[config.mk]
export PLATFORM = sky130hd
export DESIGN_NAME = framed_stream_resync_deframer
export DESIGN_NICKNAME = d
export VERILOG_FILES = /design/src/hdl/fsrd_pkg.sv /design/src/hdl/fsrd_ram.sv /design/src/hdl/fsrd_ctrl.sv /design/src/hdl/fsrd_datapath.sv /design/src/hdl/framed_stream_resync_deframer.sv
export SDC_FILE = /design/constraint.sdc
export NUM_CORES = 2
export LEC_CHECK = 0
export BUFFER_PORTS_ARGS = -buffer_cell sky130_fd_sc_hd__buf_2
export CORE_MARGIN = 4
export CORE_UTILIZATION = 40
export CTS_CLUSTER_SIZE = 28
export DETAILED_ROUTE_END_ITERATION = 12
export PLACE_DENSITY = 0.59
export SLEW_MARGIN = 20
export SYNTH_ARGS = -nofsm -noshare
export SYNTH_HDL_FRONTEND = slang
export SYNTH_SLANG_ARGS = --single-unit
export TNS_END_PERCENT = 100
[constraint.sdc]
create_clock -name i_clk -period 12.5 [get_ports i_clk]
set_input_delay 1.25 -clock i_clk [delete_from_list [all_inputs] [get_ports i_clk]]
set_output_delay 1.25 -clock i_clk [all_outputs]
set_load 0.01 [all_outputs]
[src/hdl/fsrd_pkg.sv]
// ----------------------------------------------------------------------------
// fsrd_pkg
// types and codes shared by the deframer controller, datapath and top level
// ----------------------------------------------------------------------------
package fsrd_pkg;

    typedef struct packed {
        logic [1:0] channel;
        logic [7:0] data_byte;
    } t_in_item;

    typedef struct packed {
        logic [1:0] out_channel;
        logic [7:0] frame_byte;
        logic       frame_first;
        logic       frame_last;
    } t_out_item;

    // buffer read selects
    localparam logic [2:0] RD_HEAD   = 3'd0;
    localparam logic [2:0] RD_LEN_LO = 3'd1;
    localparam logic [2:0] RD_LEN_HI = 3'd2;
    localparam logic [2:0] RD_TAIL   = 3'd3;
    localparam logic [2:0] RD_EMIT   = 3'd4;

    // register indexes
    localparam logic [1:0] REG_HEAD_SIGN = 2'd0;
    localparam logic [1:0] REG_TAIL_SIGN = 2'd1;
    localparam logic [1:0] REG_MAX_LEN   = 2'd2;

    localparam logic [6:0] MAX_LEN_RESET = 7'd64;

    typedef struct packed {
        logic       load;
        logic       append;
        logic       rd_en;
        logic [2:0] rd_sel;
        logic       cap_lo;
        logic       cap_hi;
        logic       drop;
        logic       consume;
        logic       idx_clr;
        logic       emit;
        logic       commit;
    } t_cmd;

    typedef struct packed {
        logic ch_ok;
        logic short_buf;
        logic len_short;
        logic len_fits;
        logic head_match;
        logic len_ok;
        logic len_wait;
        logic tail_match;
        logic last_byte;
        logic out_free;
    } t_sts;

endpackage

[src/hdl/fsrd_ram.sv]
// ----------------------------------------------------------------------------
// fsrd_ram
// simple dual-port ram, one write and one registered read port
// ----------------------------------------------------------------------------
module fsrd_ram #(
    parameter int WIDTH = 8,
    parameter int DEPTH = 256
) (
    input  logic                     i_clk,
    input  logic                     i_we,
    input  logic [$clog2(DEPTH)-1:0] i_waddr,
    input  logic [WIDTH-1:0]         i_wdata,
    input  logic                     i_re,
    input  logic [$clog2(DEPTH)-1:0] i_raddr,
    output logic [WIDTH-1:0]         o_rdata
);

    logic [WIDTH-1:0] r_mem [DEPTH];
    logic [WIDTH-1:0] r_rdata;

    always_ff @(posedge i_clk) begin
        if (i_we) begin
            r_mem[i_waddr] <= i_wdata;
        end
        if (i_re) begin
            r_rdata <= r_mem[i_raddr];
        end
    end

    assign o_rdata = r_rdata;

endmodule

[src/hdl/fsrd_ctrl.sv]
// ----------------------------------------------------------------------------
// fsrd_ctrl
// sequencer for append, frame scan, length and tail checks and readout
// ----------------------------------------------------------------------------
module fsrd_ctrl (
    input  logic          i_clk,
    input  logic          i_rst_n,
    input  logic          i_in_valid,
    output logic          o_in_stall,
    input  fsrd_pkg::t_sts i_sts,
    output fsrd_pkg::t_cmd o_cmd
);
    import fsrd_pkg::*;

    localparam logic [3:0] S_IDLE   = 4'd0;
    localparam logic [3:0] S_APPEND = 4'd1;
    localparam logic [3:0] S_SCAN   = 4'd2;
    localparam logic [3:0] S_HEAD   = 4'd3;
    localparam logic [3:0] S_LLO    = 4'd4;
    localparam logic [3:0] S_LHI    = 4'd5;
    localparam logic [3:0] S_LCHK   = 4'd6;
    localparam logic [3:0] S_TAIL   = 4'd7;
    localparam logic [3:0] S_ERD    = 4'd8;
    localparam logic [3:0] S_EOUT   = 4'd9;

    logic [3:0] r_state;
    logic [3:0] n_state;

    always_ff @(posedge i_clk) begin
        if (!i_rst_n) begin
            r_state <= S_IDLE;
        end else begin
            r_state <= n_state;
        end
    end

    assign o_in_stall = (r_state != S_IDLE);

    always_comb begin
        n_state = r_state;
        o_cmd   = '0;
        o_cmd.rd_sel = RD_HEAD;
        case (r_state)
            S_IDLE: begin
                if (i_in_valid && i_sts.ch_ok) begin
                    o_cmd.load = 1'b1;
                    n_state    = S_APPEND;
                end
            end
            S_APPEND: begin
                o_cmd.append = 1'b1;
                n_state      = S_SCAN;
            end
            S_SCAN: begin
                if (i_sts.short_buf) begin
                    o_cmd.commit = 1'b1;
                    n_state      = S_IDLE;
                end else begin
                    o_cmd.rd_en  = 1'b1;
                    o_cmd.rd_sel = RD_HEAD;
                    n_state      = S_HEAD;
                end
            end
            S_HEAD: begin
                priority if (!i_sts.len_fits || !i_sts.head_match) begin
                    o_cmd.drop = 1'b1;
                    n_state    = S_SCAN;
                end else if (i_sts.len_short) begin
                    o_cmd.commit = 1'b1;
                    n_state      = S_IDLE;
                end else begin
                    o_cmd.rd_en  = 1'b1;
                    o_cmd.rd_sel = RD_LEN_LO;
                    n_state      = S_LLO;
                end
            end
            S_LLO: begin
                o_cmd.cap_lo = 1'b1;
                o_cmd.rd_en  = 1'b1;
                o_cmd.rd_sel = RD_LEN_HI;
                n_state      = S_LHI;
            end
            S_LHI: begin
                o_cmd.cap_hi = 1'b1;
                n_state      = S_LCHK;
            end
            S_LCHK: begin
                priority if (!i_sts.len_ok) begin
                    o_cmd.drop = 1'b1;
                    n_state    = S_SCAN;
                end else if (i_sts.len_wait) begin
                    o_cmd.commit = 1'b1;
                    n_state      = S_IDLE;
                end else begin
                    o_cmd.rd_en  = 1'b1;
                    o_cmd.rd_sel = RD_TAIL;
                    n_state      = S_TAIL;
                end
            end
            S_TAIL: begin
                if (i_sts.tail_match) begin
                    o_cmd.idx_clr = 1'b1;
                    n_state       = S_ERD;
                end else begin
                    o_cmd.drop = 1'b1;
                    n_state    = S_SCAN;
                end
            end
            S_ERD: begin
                o_cmd.rd_en  = 1'b1;
                o_cmd.rd_sel = RD_EMIT;
                n_state      = S_EOUT;
            end
            S_EOUT: begin
                if (i_sts.out_free) begin
                    o_cmd.emit = 1'b1;
                    if (i_sts.last_byte) begin
                        o_cmd.consume = 1'b1;
                        n_state       = S_SCAN;
                    end else begin
                        n_state = S_ERD;
                    end
                end
            end
            default: begin
                n_state = S_IDLE;
            end
        endcase
    end

endmodule

[src/hdl/fsrd_datapath.sv]
// ----------------------------------------------------------------------------
// fsrd_datapath
// per-channel ring buffers, scan pointers, frame checks and output register
// ----------------------------------------------------------------------------
module fsrd_datapath #(
    parameter int CHANNELS   = 4,
    parameter int BUF_BYTES  = 64,
    parameter int MIN_FRAME  = 4,
    parameter int LEN_OFFSET = 1
) (
    input  logic               i_clk,
    input  logic               i_rst_n,
    input  fsrd_pkg::t_in_item i_in_data,
    input  fsrd_pkg::t_cmd     i_cmd,
    output fsrd_pkg::t_sts     o_sts,
    input  logic [7:0]         i_head_sign,
    input  logic [7:0]         i_tail_sign,
    input  logic [6:0]         i_max_frame_len,
    output logic               o_out_valid,
    input  logic               i_out_stall,
    output fsrd_pkg::t_out_item o_out_data
);
    import fsrd_pkg::*;

    // only four channels are reachable through a two-bit channel field
    localparam int NCH   = (CHANNELS > 4) ? 4 : CHANNELS;
    localparam int CIW   = (NCH > 1) ? $clog2(NCH) : 1;
    localparam int HW    = $clog2(BUF_BYTES);
    localparam int FW    = $clog2(BUF_BYTES + 1);
    localparam int SW    = FW + 1;
    localparam int AW    = CIW + HW;
    localparam int DEPTH = 1 << AW;

    logic [FW-1:0] r_fill [NCH];
    logic [HW-1:0] r_head [NCH];

    logic [1:0]    r_ch;
    logic [7:0]    r_byte;
    logic [HW-1:0] r_head_w;
    logic [FW-1:0] r_off;
    logic [FW-1:0] r_remain;
    logic [15:0]   r_len;
    logic [FW-1:0] r_idx;
    logic          r_out_valid;
    t_out_item     r_out;

    logic [SW-1:0] rd_k;
    logic [HW-1:0] rd_pos;
    logic [HW-1:0] wr_pos;
    logic [HW-1:0] end_pos;
    logic [7:0]    rdata;
    logic          full;
    logic          ram_we;
    logic [FW-1:0] len_lo;

    function automatic logic [HW-1:0] wrap(input logic [SW-1:0] a);
        if (a >= SW'(BUF_BYTES)) begin
            return HW'(a - SW'(BUF_BYTES));
        end
        return HW'(a);
    endfunction

    assign len_lo  = r_len[FW-1:0];
    assign full    = (32'(r_remain) == BUF_BYTES);
    assign ram_we  = i_cmd.append && !full;
    assign wr_pos  = wrap(SW'(r_head_w) + SW'(r_remain));
    assign end_pos = wrap(SW'(r_head_w) + SW'(r_off));

    always_comb begin
        case (i_cmd.rd_sel)
            RD_HEAD:   rd_k = SW'(r_off);
            RD_LEN_LO: rd_k = SW'(r_off) + SW'(LEN_OFFSET);
            RD_LEN_HI: rd_k = SW'(r_off) + SW'(LEN_OFFSET + 1);
            RD_TAIL:   rd_k = SW'(r_off) + SW'(len_lo) - SW'(1);
            RD_EMIT:   rd_k = SW'(r_off) + SW'(r_idx);
            default:   rd_k = SW'(r_off);
        endcase
    end

    assign rd_pos = wrap(SW'(r_head_w) + rd_k);

    fsrd_ram #(
        .WIDTH (8),
        .DEPTH (DEPTH)
    ) u_ram (
        .i_clk   (i_clk),
        .i_we    (ram_we),
        .i_waddr ({r_ch[CIW-1:0], wr_pos}),
        .i_wdata (r_byte),
        .i_re    (i_cmd.rd_en),
        .i_raddr ({r_ch[CIW-1:0], rd_pos}),
        .o_rdata (rdata)
    );

    always_comb begin
        o_sts.ch_ok      = (32'(i_in_data.channel) < CHANNELS);
        o_sts.short_buf  = (32'(r_remain) < MIN_FRAME);
        o_sts.len_short  = (32'(r_remain) < LEN_OFFSET + 2);
        o_sts.len_fits   = (LEN_OFFSET + 2 <= BUF_BYTES);
        o_sts.head_match = (rdata == i_head_sign);
        o_sts.len_ok     = (r_len >= 16'(MIN_FRAME)) && (r_len <= {9'd0, i_max_frame_len})
                           && (r_len <= 16'(BUF_BYTES));
        o_sts.len_wait   = (16'(r_remain) < r_len);
        o_sts.tail_match = (rdata == i_tail_sign);
        o_sts.last_byte  = (r_idx == FW'(len_lo - FW'(1)));
        o_sts.out_free   = !r_out_valid || !i_out_stall;
    end

    // channel state and output handshake
    always_ff @(posedge i_clk) begin
        if (!i_rst_n) begin
            for (int c = 0; c < NCH; c++) begin
                r_fill[c] <= '0;
                r_head[c] <= '0;
            end
            r_out_valid <= 1'b0;
        end else begin
            if (i_cmd.commit) begin
                r_fill[r_ch[CIW-1:0]] <= r_remain;
                r_head[r_ch[CIW-1:0]] <= end_pos;
            end
            if (i_cmd.emit) begin
                r_out_valid <= 1'b1;
            end else if (!i_out_stall) begin
                r_out_valid <= 1'b0;
            end
        end
    end

    // working registers of the current item
    always_ff @(posedge i_clk) begin
        if (i_cmd.load) begin
            r_ch     <= i_in_data.channel;
            r_byte   <= i_in_data.data_byte;
            r_head_w <= r_head[i_in_data.channel[CIW-1:0]];
            r_off    <= '0;
            r_remain <= r_fill[i_in_data.channel[CIW-1:0]];
        end
        if (ram_we) begin
            r_remain <= r_remain + FW'(1);
        end
        if (i_cmd.drop) begin
            r_off    <= r_off + FW'(1);
            r_remain <= r_remain - FW'(1);
        end
        if (i_cmd.consume) begin
            r_off    <= r_off + len_lo;
            r_remain <= r_remain - len_lo;
        end
        if (i_cmd.cap_lo) begin
            r_len[7:0] <= rdata;
        end
        if (i_cmd.cap_hi) begin
            r_len[15:8] <= rdata;
        end
        if (i_cmd.idx_clr) begin
            r_idx <= '0;
        end
        if (i_cmd.emit) begin
            r_idx             <= r_idx + FW'(1);
            r_out.out_channel <= r_ch;
            r_out.frame_byte  <= rdata;
            r_out.frame_first <= (r_idx == '0);
            r_out.frame_last  <= o_sts.last_byte;
        end
    end

    assign o_out_valid = r_out_valid;
    assign o_out_data  = r_out;

endmodule

[src/hdl/framed_stream_resync_deframer.sv]
// ----------------------------------------------------------------------------
// framed_stream_resync_deframer
// multi-channel length-delimited frame deframer with byte resync
// ----------------------------------------------------------------------------
// input channel: one raw byte per beat, tagged with its channel; a byte for a
//   channel at or above CHANNELS is taken and ignored
// output channel: frame bytes, head sign first, with first and last marks
// each byte goes into its channel's ring buffer (dropped when full), then the
//   buffer is scanned from its head: a failed head, length or tail check drops
//   one byte, a frame not yet complete waits for more bytes
// each input beat runs through append, then the head, length and tail checks,
//   then the readout of each frame byte; the single read port of the buffer
//   ram serializes these reads, and no new beat is taken until the buffer
//   holds no complete frame
// o_in_stall is high while a beat is being worked on; a stalled output beat
//   holds in the output register and the readout waits for it
// reset clears fill counts, head pointers and the output valid flag; buffer
//   contents need no clearing pass, and the registers return to head 0, tail 0,
//   max length 64; configuration: apb writes, to be issued only while the block is idle
// ----------------------------------------------------------------------------
module framed_stream_resync_deframer #(
    parameter int CHANNELS   = 4,
    parameter int BUF_BYTES  = 64,
    parameter int MIN_FRAME  = 4,
    parameter int LEN_OFFSET = 1
) (
    input  logic                i_clk,
    input  logic                i_rst_n,
    input  logic                i_in_valid,
    output logic                o_in_stall,
    input  fsrd_pkg::t_in_item  i_in_data,
    output logic                o_out_valid,
    input  logic                i_out_stall,
    output fsrd_pkg::t_out_item o_out_data,
    input  logic                psel,
    input  logic                penable,
    input  logic                pwrite,
    input  logic [3:0]          paddr,
    input  logic [31:0]         pwdata,
    output logic [31:0]         prdata,
    output logic                pready
);
    import fsrd_pkg::*;

    logic [7:0] r_head_sign;
    logic [7:0] r_tail_sign;
    logic [6:0] r_max_len;
    logic       cfg_wr;
    t_cmd       cmd;
    t_sts       sts;

    assign pready = 1'b1;
    assign cfg_wr = psel && penable && pwrite;

    always_ff @(posedge i_clk) begin
        if (!i_rst_n) begin
            r_head_sign <= '0;
            r_tail_sign <= '0;
            r_max_len   <= MAX_LEN_RESET;
        end else if (cfg_wr) begin
            case (paddr[3:2])
                REG_HEAD_SIGN: r_head_sign <= pwdata[7:0];
                REG_TAIL_SIGN: r_tail_sign <= pwdata[7:0];
                REG_MAX_LEN:   r_max_len   <= pwdata[6:0];
                default: ;
            endcase
        end
    end

    always_comb begin
        case (paddr[3:2])
            REG_HEAD_SIGN: prdata = {24'd0, r_head_sign};
            REG_TAIL_SIGN: prdata = {24'd0, r_tail_sign};
            REG_MAX_LEN:   prdata = {25'd0, r_max_len};
            default:       prdata = '0;
        endcase
    end

    fsrd_ctrl u_ctrl (
        .i_clk      (i_clk),
        .i_rst_n    (i_rst_n),
        .i_in_valid (i_in_valid),
        .o_in_stall (o_in_stall),
        .i_sts      (sts),
        .o_cmd      (cmd)
    );

    fsrd_datapath #(
        .CHANNELS   (CHANNELS),
        .BUF_BYTES  (BUF_BYTES),
        .MIN_FRAME  (MIN_FRAME),
        .LEN_OFFSET (LEN_OFFSET)
    ) u_dp (
        .i_clk           (i_clk),
        .i_rst_n         (i_rst_n),
        .i_in_data       (i_in_data),
        .i_cmd           (cmd),
        .o_sts           (sts),
        .i_head_sign     (r_head_sign),
        .i_tail_sign     (r_tail_sign),
        .i_max_frame_len (r_max_len),
        .o_out_valid     (o_out_valid),
        .i_out_stall     (i_out_stall),
        .o_out_data      (o_out_data)
    );

endmodule

After elaboration in Yosys (flattened, before gate mapping)
Memories as Yosys holds them, arrays and structs flattened. A register that Yosys moved wholly into a read port is not among the register bits.
Index checks and enable logic that the tools add are counted.
{"block": "totals", "reg_bits": 87, "ramBits": 2100, "inputBits": 53, "memories": 3}
{"memory": "u_dp.u_ram.r_mem", "depth": 256, "word_bits": 8, "rd": 1, "rd_clocked_by_memory_dff": 1, "wr": 1, "line_no": "fsrd_ram.sv:18", "source": "logic [WIDTH-1:0] r_mem [DEPTH];"}
{"memory": "u_dp.r_fill", "depth": 4, "word_bits": 7, "rd": 1, "rd_clocked_by_memory_dff": 0, "wr": 4, "line_no": "fsrd_datapath.sv:34", "source": "logic [FW-1:0] r_fill [NCH];"}
{"memory": "u_dp.r_head", "depth": 4, "word_bits": 6, "rd": 1, "rd_clocked_by_memory_dff": 1, "wr": 4, "line_no": "fsrd_datapath.sv:35", "source": "logic [HW-1:0] r_head [NCH];"}
{"block": "op_classes", "add_sub_neg": 18, "order_cmp": 9, "n_eq_ne": 22, "mux": 72, "n_reduce_logical": 22}
{"operator": "$mux 7", "n": 10}
{"operator": "$mux 6", "n": 7}
{"operator": "$mux 4", "n": 10}
{"operator": "$pmux 4 s10", "n": 1}
{"operator": "$mux 1", "n": 33}
{"operator": "$pmux 8 s4", "n": 1}
{"operator": "$ge 8x7->1 const B", "n": 3}
{"operator": "$pmux 8 s3", "n": 1}
{"operator": "$add 7x1->7 const B", "n": 3}
{"operator": "$pmux 4 s5", "n": 1}
{"operator": "$sub 6x1->6 const B", "n": 3}
{"operator": "$add 6x7->8", "n": 2}
{"operator": "$add 7x7->8", "n": 2}
{"operator": "$eq 4x3->1 const B", "n": 4}
{"operator": "$eq 8x8->1", "n": 2}
{"operator": "$ge 16x3->1 const B", "n": 1}
{"operator": "$le 16x7->1", "n": 1}
{"operator": "$le 16x7->1 const B", "n": 1}
{"operator": "$lt 7x16->1", "n": 1}
{"operator": "$sub 7x1->7 const B", "n": 2}
{"operator": "$mux 3", "n": 3}
{"operator": "$add 6x8->8", "n": 1}
{"operator": "$add 7x1->8 const B", "n": 1}
{"operator": "$add 7x2->8 const B", "n": 1}
{"operator": "other kinds (31)", "n": 48}

Logic depth before layout (Yosys ltp)
{"block": "depth", "ltp_word": 11, "depth_mapped": 26}

Modules after synthesis
Synthesis repeated with hierarchy kept, for this count alone.
{"block": "unflattened", "cells_unflattened": 4594, "hier_area_um2": 88737.6}
{"mod": "fsrd_ram", "n_inst": 1, "cells_each": 3733, "area_each_um2": 79636.4}
{"mod": "fsrd_datapath", "n_inst": 1, "cells_each": 648, "area_each_um2": 7353.3}
{"mod": "framed_stream_resync_deframer", "n_inst": 1, "cells_each": 142, "area_each_um2": 1261.2}
{"mod": "fsrd_ctrl", "n_inst": 1, "cells_each": 71, "area_each_um2": 486.7}

Worst setup path before layout
No wires, ideal clock.
{"block": "synth_timing", "path_type": "reg2reg", "from": "register u_dp.r_remain[0]", "to": "register u_dp.u_ram.r_rdata[5], in the netlist u_dp.u_ram.o_rdata[5] (read register of u_dp.u_ram.r_mem), data pin", "t_arrival_ps": 5315, "path_slack_ps": 6917, "stages_incl_launch_ff": 24, "path_buffers": 6, "synth_period_minus_slack_ps": 5583, "cell_sequence": "edfxtp_1 -> inv_1 -> ha_1 -> fa_1 -> nor2b_1 -> o31a_1 -> o31a_1 -> or2_2 -> nand2_1 -> clkbuf_1 -> mux2i_1 -> o221ai_1 -> fa_1 -> buf_2 -> buf_2 -> buf_2 -> clkbuf_1 -> clkbuf_1 -> mux4_2 -> mux4_2 -> nor2_1 -> o21ai_0 -> o211ai_1 -> o211ai_1"}
{"block": "synth_via", "elab_chain_len": 10, "word_cells_on_any_way": 20}
{"element": "from (decl)", "line_no": "fsrd_datapath.sv:41", "source": "logic [FW-1:0] r_remain;"}
{"element": "from (signal assigned)", "line_no": "fsrd_datapath.sv:137", "source": "r_remain <= r_fill[i_in_data.channel[CIW-1:0]];"}
{"element": "from (signal assigned)", "line_no": "fsrd_datapath.sv:140", "source": "r_remain <= r_remain + FW'(1);"}
{"element": "from (signal assigned)", "line_no": "fsrd_datapath.sv:144", "source": "r_remain <= r_remain - FW'(1);"}
{"element": "$lt 7x16->1 / $lt 7x2->1 (equally long branches)", "line_no": "fsrd_datapath.sv:103, fsrd_datapath.sv:98"}
{"element": "$mux 4, on equally long branches", "line_no": "fsrd_ctrl.sv:91, fsrd_ctrl.sv:68"}
{"element": "$mux 4, on equally long branches", "line_no": "fsrd_ctrl.sv:88, fsrd_ctrl.sv:65"}
{"element": "$pmux 4 s5 (*)", "line_no": "fsrd_ctrl.sv:43", "source": "case (r_state)"}
{"element": "$eq 3x3->1 (tied with other cells)", "line_no": "fsrd_datapath.sv:70", "source": "case (i_cmd.rd_sel)"}
{"element": "$pmux 8 s4", "line_no": "fsrd_datapath.sv:70"}
{"element": "$add 6x8->8", "line_no": "fsrd_datapath.sv:80", "source": "assign rd_pos = wrap(SW'(r_head_w) + rd_k);"}
{"element": "$ge 8x7->1 / $sub 6x1->6 (equally long branches)", "line_no": "fsrd_datapath.sv:57, fsrd_datapath.sv:58"}
{"element": "$mux 1 / $mux 6 (equally long branches)", "line_no": "fsrd_datapath.sv:57", "source": "if (a >= SW'(BUF_BYTES)) begin"}
{"element": "$mux 6", "line_no": "fsrd_datapath.sv:60", "source": "return HW'(a);"}
{"element": "to (decl)", "line_no": "fsrd_ram.sv:19", "source": "logic [WIDTH-1:0] r_rdata;"}
Mark *: on every way between the ends. The rest lies on a longest branch, timed or not. The select of a mux whose other input is x is not followed.
A chain may end at the register's enable or synchronous reset.

Worst setup path in the final report
{"block": "layout_timing", "from": "register u_dp.r_len[2]", "to": "register u_dp.u_ram.r_rdata[4], in the netlist u_dp.u_ram.o_rdata[4] (read register of u_dp.u_ram.r_mem), data pin"}
{"block": "layout_via", "elab_chain_len": 11, "word_cells_on_any_way": 22}
{"element": "from (decl)", "line_no": "fsrd_datapath.sv:42", "source": "logic [15:0] r_len;"}
{"element": "from (signal assigned)", "line_no": "fsrd_datapath.sv:151", "source": "r_len[7:0] <= rdata;"}
{"element": "$ge 16x3->1 / $le 16x7->1 (equally long branches)", "line_no": "fsrd_datapath.sv:101", "source": "o_sts.len_ok = (r_len >= 16'(MIN_FRAME)) && (r_len <= {9'd0, i_max_frame_len})"}
{"element": "$logic_and 1x1->1", "line_no": "fsrd_datapath.sv:101"}
{"element": "$logic_and 1x1->1", "line_no": "fsrd_datapath.sv:102", "source": "&& (r_len <= 16'(BUF_BYTES));"}
{"element": "$mux 4", "line_no": "fsrd_ctrl.sv:88", "source": "priority if (!i_sts.len_ok) begin"}
{"element": "$pmux 4 s5", "line_no": "fsrd_ctrl.sv:43"}
{"element": "$eq 3x3->1 (tied with other cells)", "line_no": "fsrd_datapath.sv:70"}
{"element": "$pmux 8 s4", "line_no": "fsrd_datapath.sv:70"}
{"element": "$add 6x8->8", "line_no": "fsrd_datapath.sv:80"}
{"element": "$ge 8x7->1 / $sub 6x1->6 (equally long branches)", "line_no": "fsrd_datapath.sv:57, fsrd_datapath.sv:58"}
{"element": "$mux 1 / $mux 6 (equally long branches)", "line_no": "fsrd_datapath.sv:57"}
{"element": "$mux 6", "line_no": "fsrd_datapath.sv:60"}
Parallel ways exist; a longest one is shown, timed or not. The select of a mux whose other input is x is not followed.

==> out/metrics.cfg <==
[status]
status=finished clean

[run]
cap_violations=0

[clock_network]
htree_num_levels=4
insertion_delay_ns=0.87
cts_tree=done
cts_sinks=2200
cts_made_buffers=220
root_buffer=clkbuf_16
cts_resized=0
cts_setup_buffers=0
hold_buffers=0
cts.reportedPaths.clkPinSlew_ns=0.06
cts_buffer_depth=3

[sta]
worst_slew_pin_slew_ns=1.26
fin_skew_ns=0.0364
slew-limit-headroom_pct=16.3
fmax_ghz=0.122
finalSetupViolCount=0
final_max_slew_viol_count=0
tns_ns=0
fin_crit_sh_pct=65.3
fin_crit_ns=8.16
finalHoldViolations=0
fin_ws_ns=4.34
rsz0062_at_grt=no

[setup_path]
critPathMaxStageDelay_ns=1.10
cp.arrival_ns=8.66
setup.worst_path.class=flip-flop to flip-flop
crit_required_ns=13.00
crit_chain=inv_1, ha_1, nor2b_1, o31a_1, o31a_1, or2_2, nand2_1, o211ai_1, ha_4, fa_4, buf_12, buf_4, mux4_2, mux4_2, mux2i_1, mux2i_1, a32oi_1, mux2_2, o211ai_1
slowest_stage=fa_4
cp-end-kind=flip-flop
worst-path-stages=19
crit_family=multiplexers
critical_path_buf_inv_count=3
reg2regPathDepth=19
path_max_fanout=108
cp-start-kind=flip-flop

[die]
fp.dieH_um=479
io_pins=100
die_w_um=479
initial_core_util_pct=40.3
core_area_um2=220000
dieArea_um2=229000
row_count=172

[pwr]
total_leakage_power_nw=31.1
worst_ir_drop_vdd_mv=0.153
powerDensity_nw_per_um2=179
power_w=0.0178

[place]
port_buffers=48
dp.cells=7242
place_ws_ns=4.50
dp_hpwl_um=123000
gp_congestion=0.819

[global_routing]
grt_pass1_wl_um=309000
gr-usage-all-layers_pct=18.4
overflow=0
antenna_found_initial=5
grt_max_degree=215
grt_pass1_vias=43500

[logic_synthesis]
yosys.area.top_type=edfxtp_1
synth_cell_types=77
syn-mean-instance-area_um2=20.1
ys_seq_area_share_pct=74.2
synth-xor-area-share_pct=0.741
synthArstFlopShare_pct=0
ys_seq_elements=2200
netlist_instances=4405
synth_edf_count=2172
synth_top_area_share_pct=73.6
synthMuxAreaShare_pct=17.0
synth_top_family_by_area=multiplexers
yosys.area_share.simple_pct=3.83
synth-adder-area-share_pct=0.963
ys.flop_type=edfxtp_1
syn_area_um2=88600
yosys_warnings=0
synth-compound-area-share_pct=1.72
synth_area_leaders=edfxtp_1 (74%), mux4_2 (16%), nor2_1 (1.6%)

[layout]
final_common_cell=edfxtp_1
drive_gt1_share_pct=23.1
fin_util_pct=45.2
multi_input_area_um2=21700
seq_area_um2=65800
fillers=18600
area_delta_synth_final_pct=12.2
instances_no_fill=7651
final_nets=4625
mostFrequentLayoutCells=edfxtp_1 (2172), mux4_2 (621), nor2_1 (375), nand2_1 (247), clkbuf_16 (224)

[route]
vias_per_cell=5.61
drtIter0Drc=4494
drt.antenna.violating_nets=0
vias=42900
drc=0
firstDrtPassIters=5
detail_route.wl_per_cell_um=27.8
finalWirelength_um=213000

[min_path]
hold_path.class=flip-flop to flip-flop
hold_depth=2

synthesized netlist by cell type (9+ instances only):
cell type	n
a32oi_1	16
a31oi_1	18
xnor2_1	44
nand2_1	255
edfxtp_1	2172
o211ai_1	23
mux4_2	621
buf_4	26
nor3_1	12
or4_1	16
o21ai_0	41
nand3_1	62
o31ai_1	9
ha_1	57
dfxtp_1	28
a21oi_1	38
nor2b_1	9
buf_2	40
inv_1	57
buf_1	44
nor4_1	13
a21o_1	13
mux2i_1	98
nand2b_1	9
xor2_1	31
clkbuf_1	153
nor2_1	375
worst register-to-register path, delay by kind of cell, from the launching register on:
kind            cells  cell delay (ns)
compound gates      5             1.18
simple gates        3             0.83
flops               1             0.63
fa+ha+maj           3             1.69
mux                 5             1.98
buf+inv             3             1.49
area by class of cell:
type	count	share of cell area, %
flip-flops and latches	2200	66.2
multi-input cells	1905	21.8
clock buffers	271	5.81
well taps	2958	3.72
clock inverters	134	1.27
repair buffers	123	0.995
inverters	58	0.219
diodes	2	0.00503
state kept, by name, summed over array words and instances, names as in the netlist, 7 cells and up:
| register | count |
|---|---|
| r_head_sign | 8 |
| u_dp.r_remain | 7 |
| u_dp.r_len | 16 |
| u_dp.r_fill | 28 |
| u_dp.o_out_data | 12 |
| u_dp.u_ram.r_mem | 2048 |
| r_tail_sign | 8 |
| u_dp.r_head | 24 |
| u_dp.r_idx | 7 |
| u_dp.r_byte | 8 |
| r_max_len | 7 |
| u_dp.u_ram.o_rdata | 8 |
power breakdown:
group	switching [W]	total, W	internal [W]	leakage, nW
combinational	0.00188	0.00306	0.00119	7.80
sequential	0.0000492	0.00827	0.00822	19.8
clock	0.00278	0.00647	0.00369	3.45
total	0.00471	0.0178	0.0131	31.1
cells by family after synthesis:
kind of cell	after synthesis
flops	2200
buf+inv	323
compound gates	219
mux	727
fa+ha+maj	64
xor+xnor	75
other cells	2
simple gates	795
stage by stage:
stage | cell area (um2) | hold WS [ns]
2_1_floorplan | 88700 | 0.483
3_3_place_gp | 92300 | 0.516
3_5_place_dp | 92300 | 0.525
4_1_cts | 99400 | 0.511
5_1_grt | 99400 | 0.542
6_report | 99400 | 0.527
routing by layer:
metal	up-vias	GRT usage, %	part of all wire (%)
met5	-	0	0
met4	0	5.34	2.7
met3	324	2.54	5.6
met2	1397	29.6	49
met1	23000	26.5	43
li1	18200	-	-
path summary, 6_finish.rpt:
path / slack [ns] / to / startpoint
setup / recovery: 4.34 / u_dp.u_ram.o_rdata[4] / u_dp.r_len[2]
hold / removal: 0.53 / r_max_len[6] / r_max_len[6]
setup reg to reg: 4.34 / u_dp.u_ram.o_rdata[4] / u_dp.r_len[2]
hold reg to reg: 0.53 / r_max_len[6] / r_max_len[6]
Note: power is estimated with default switching activity, not from simulation.
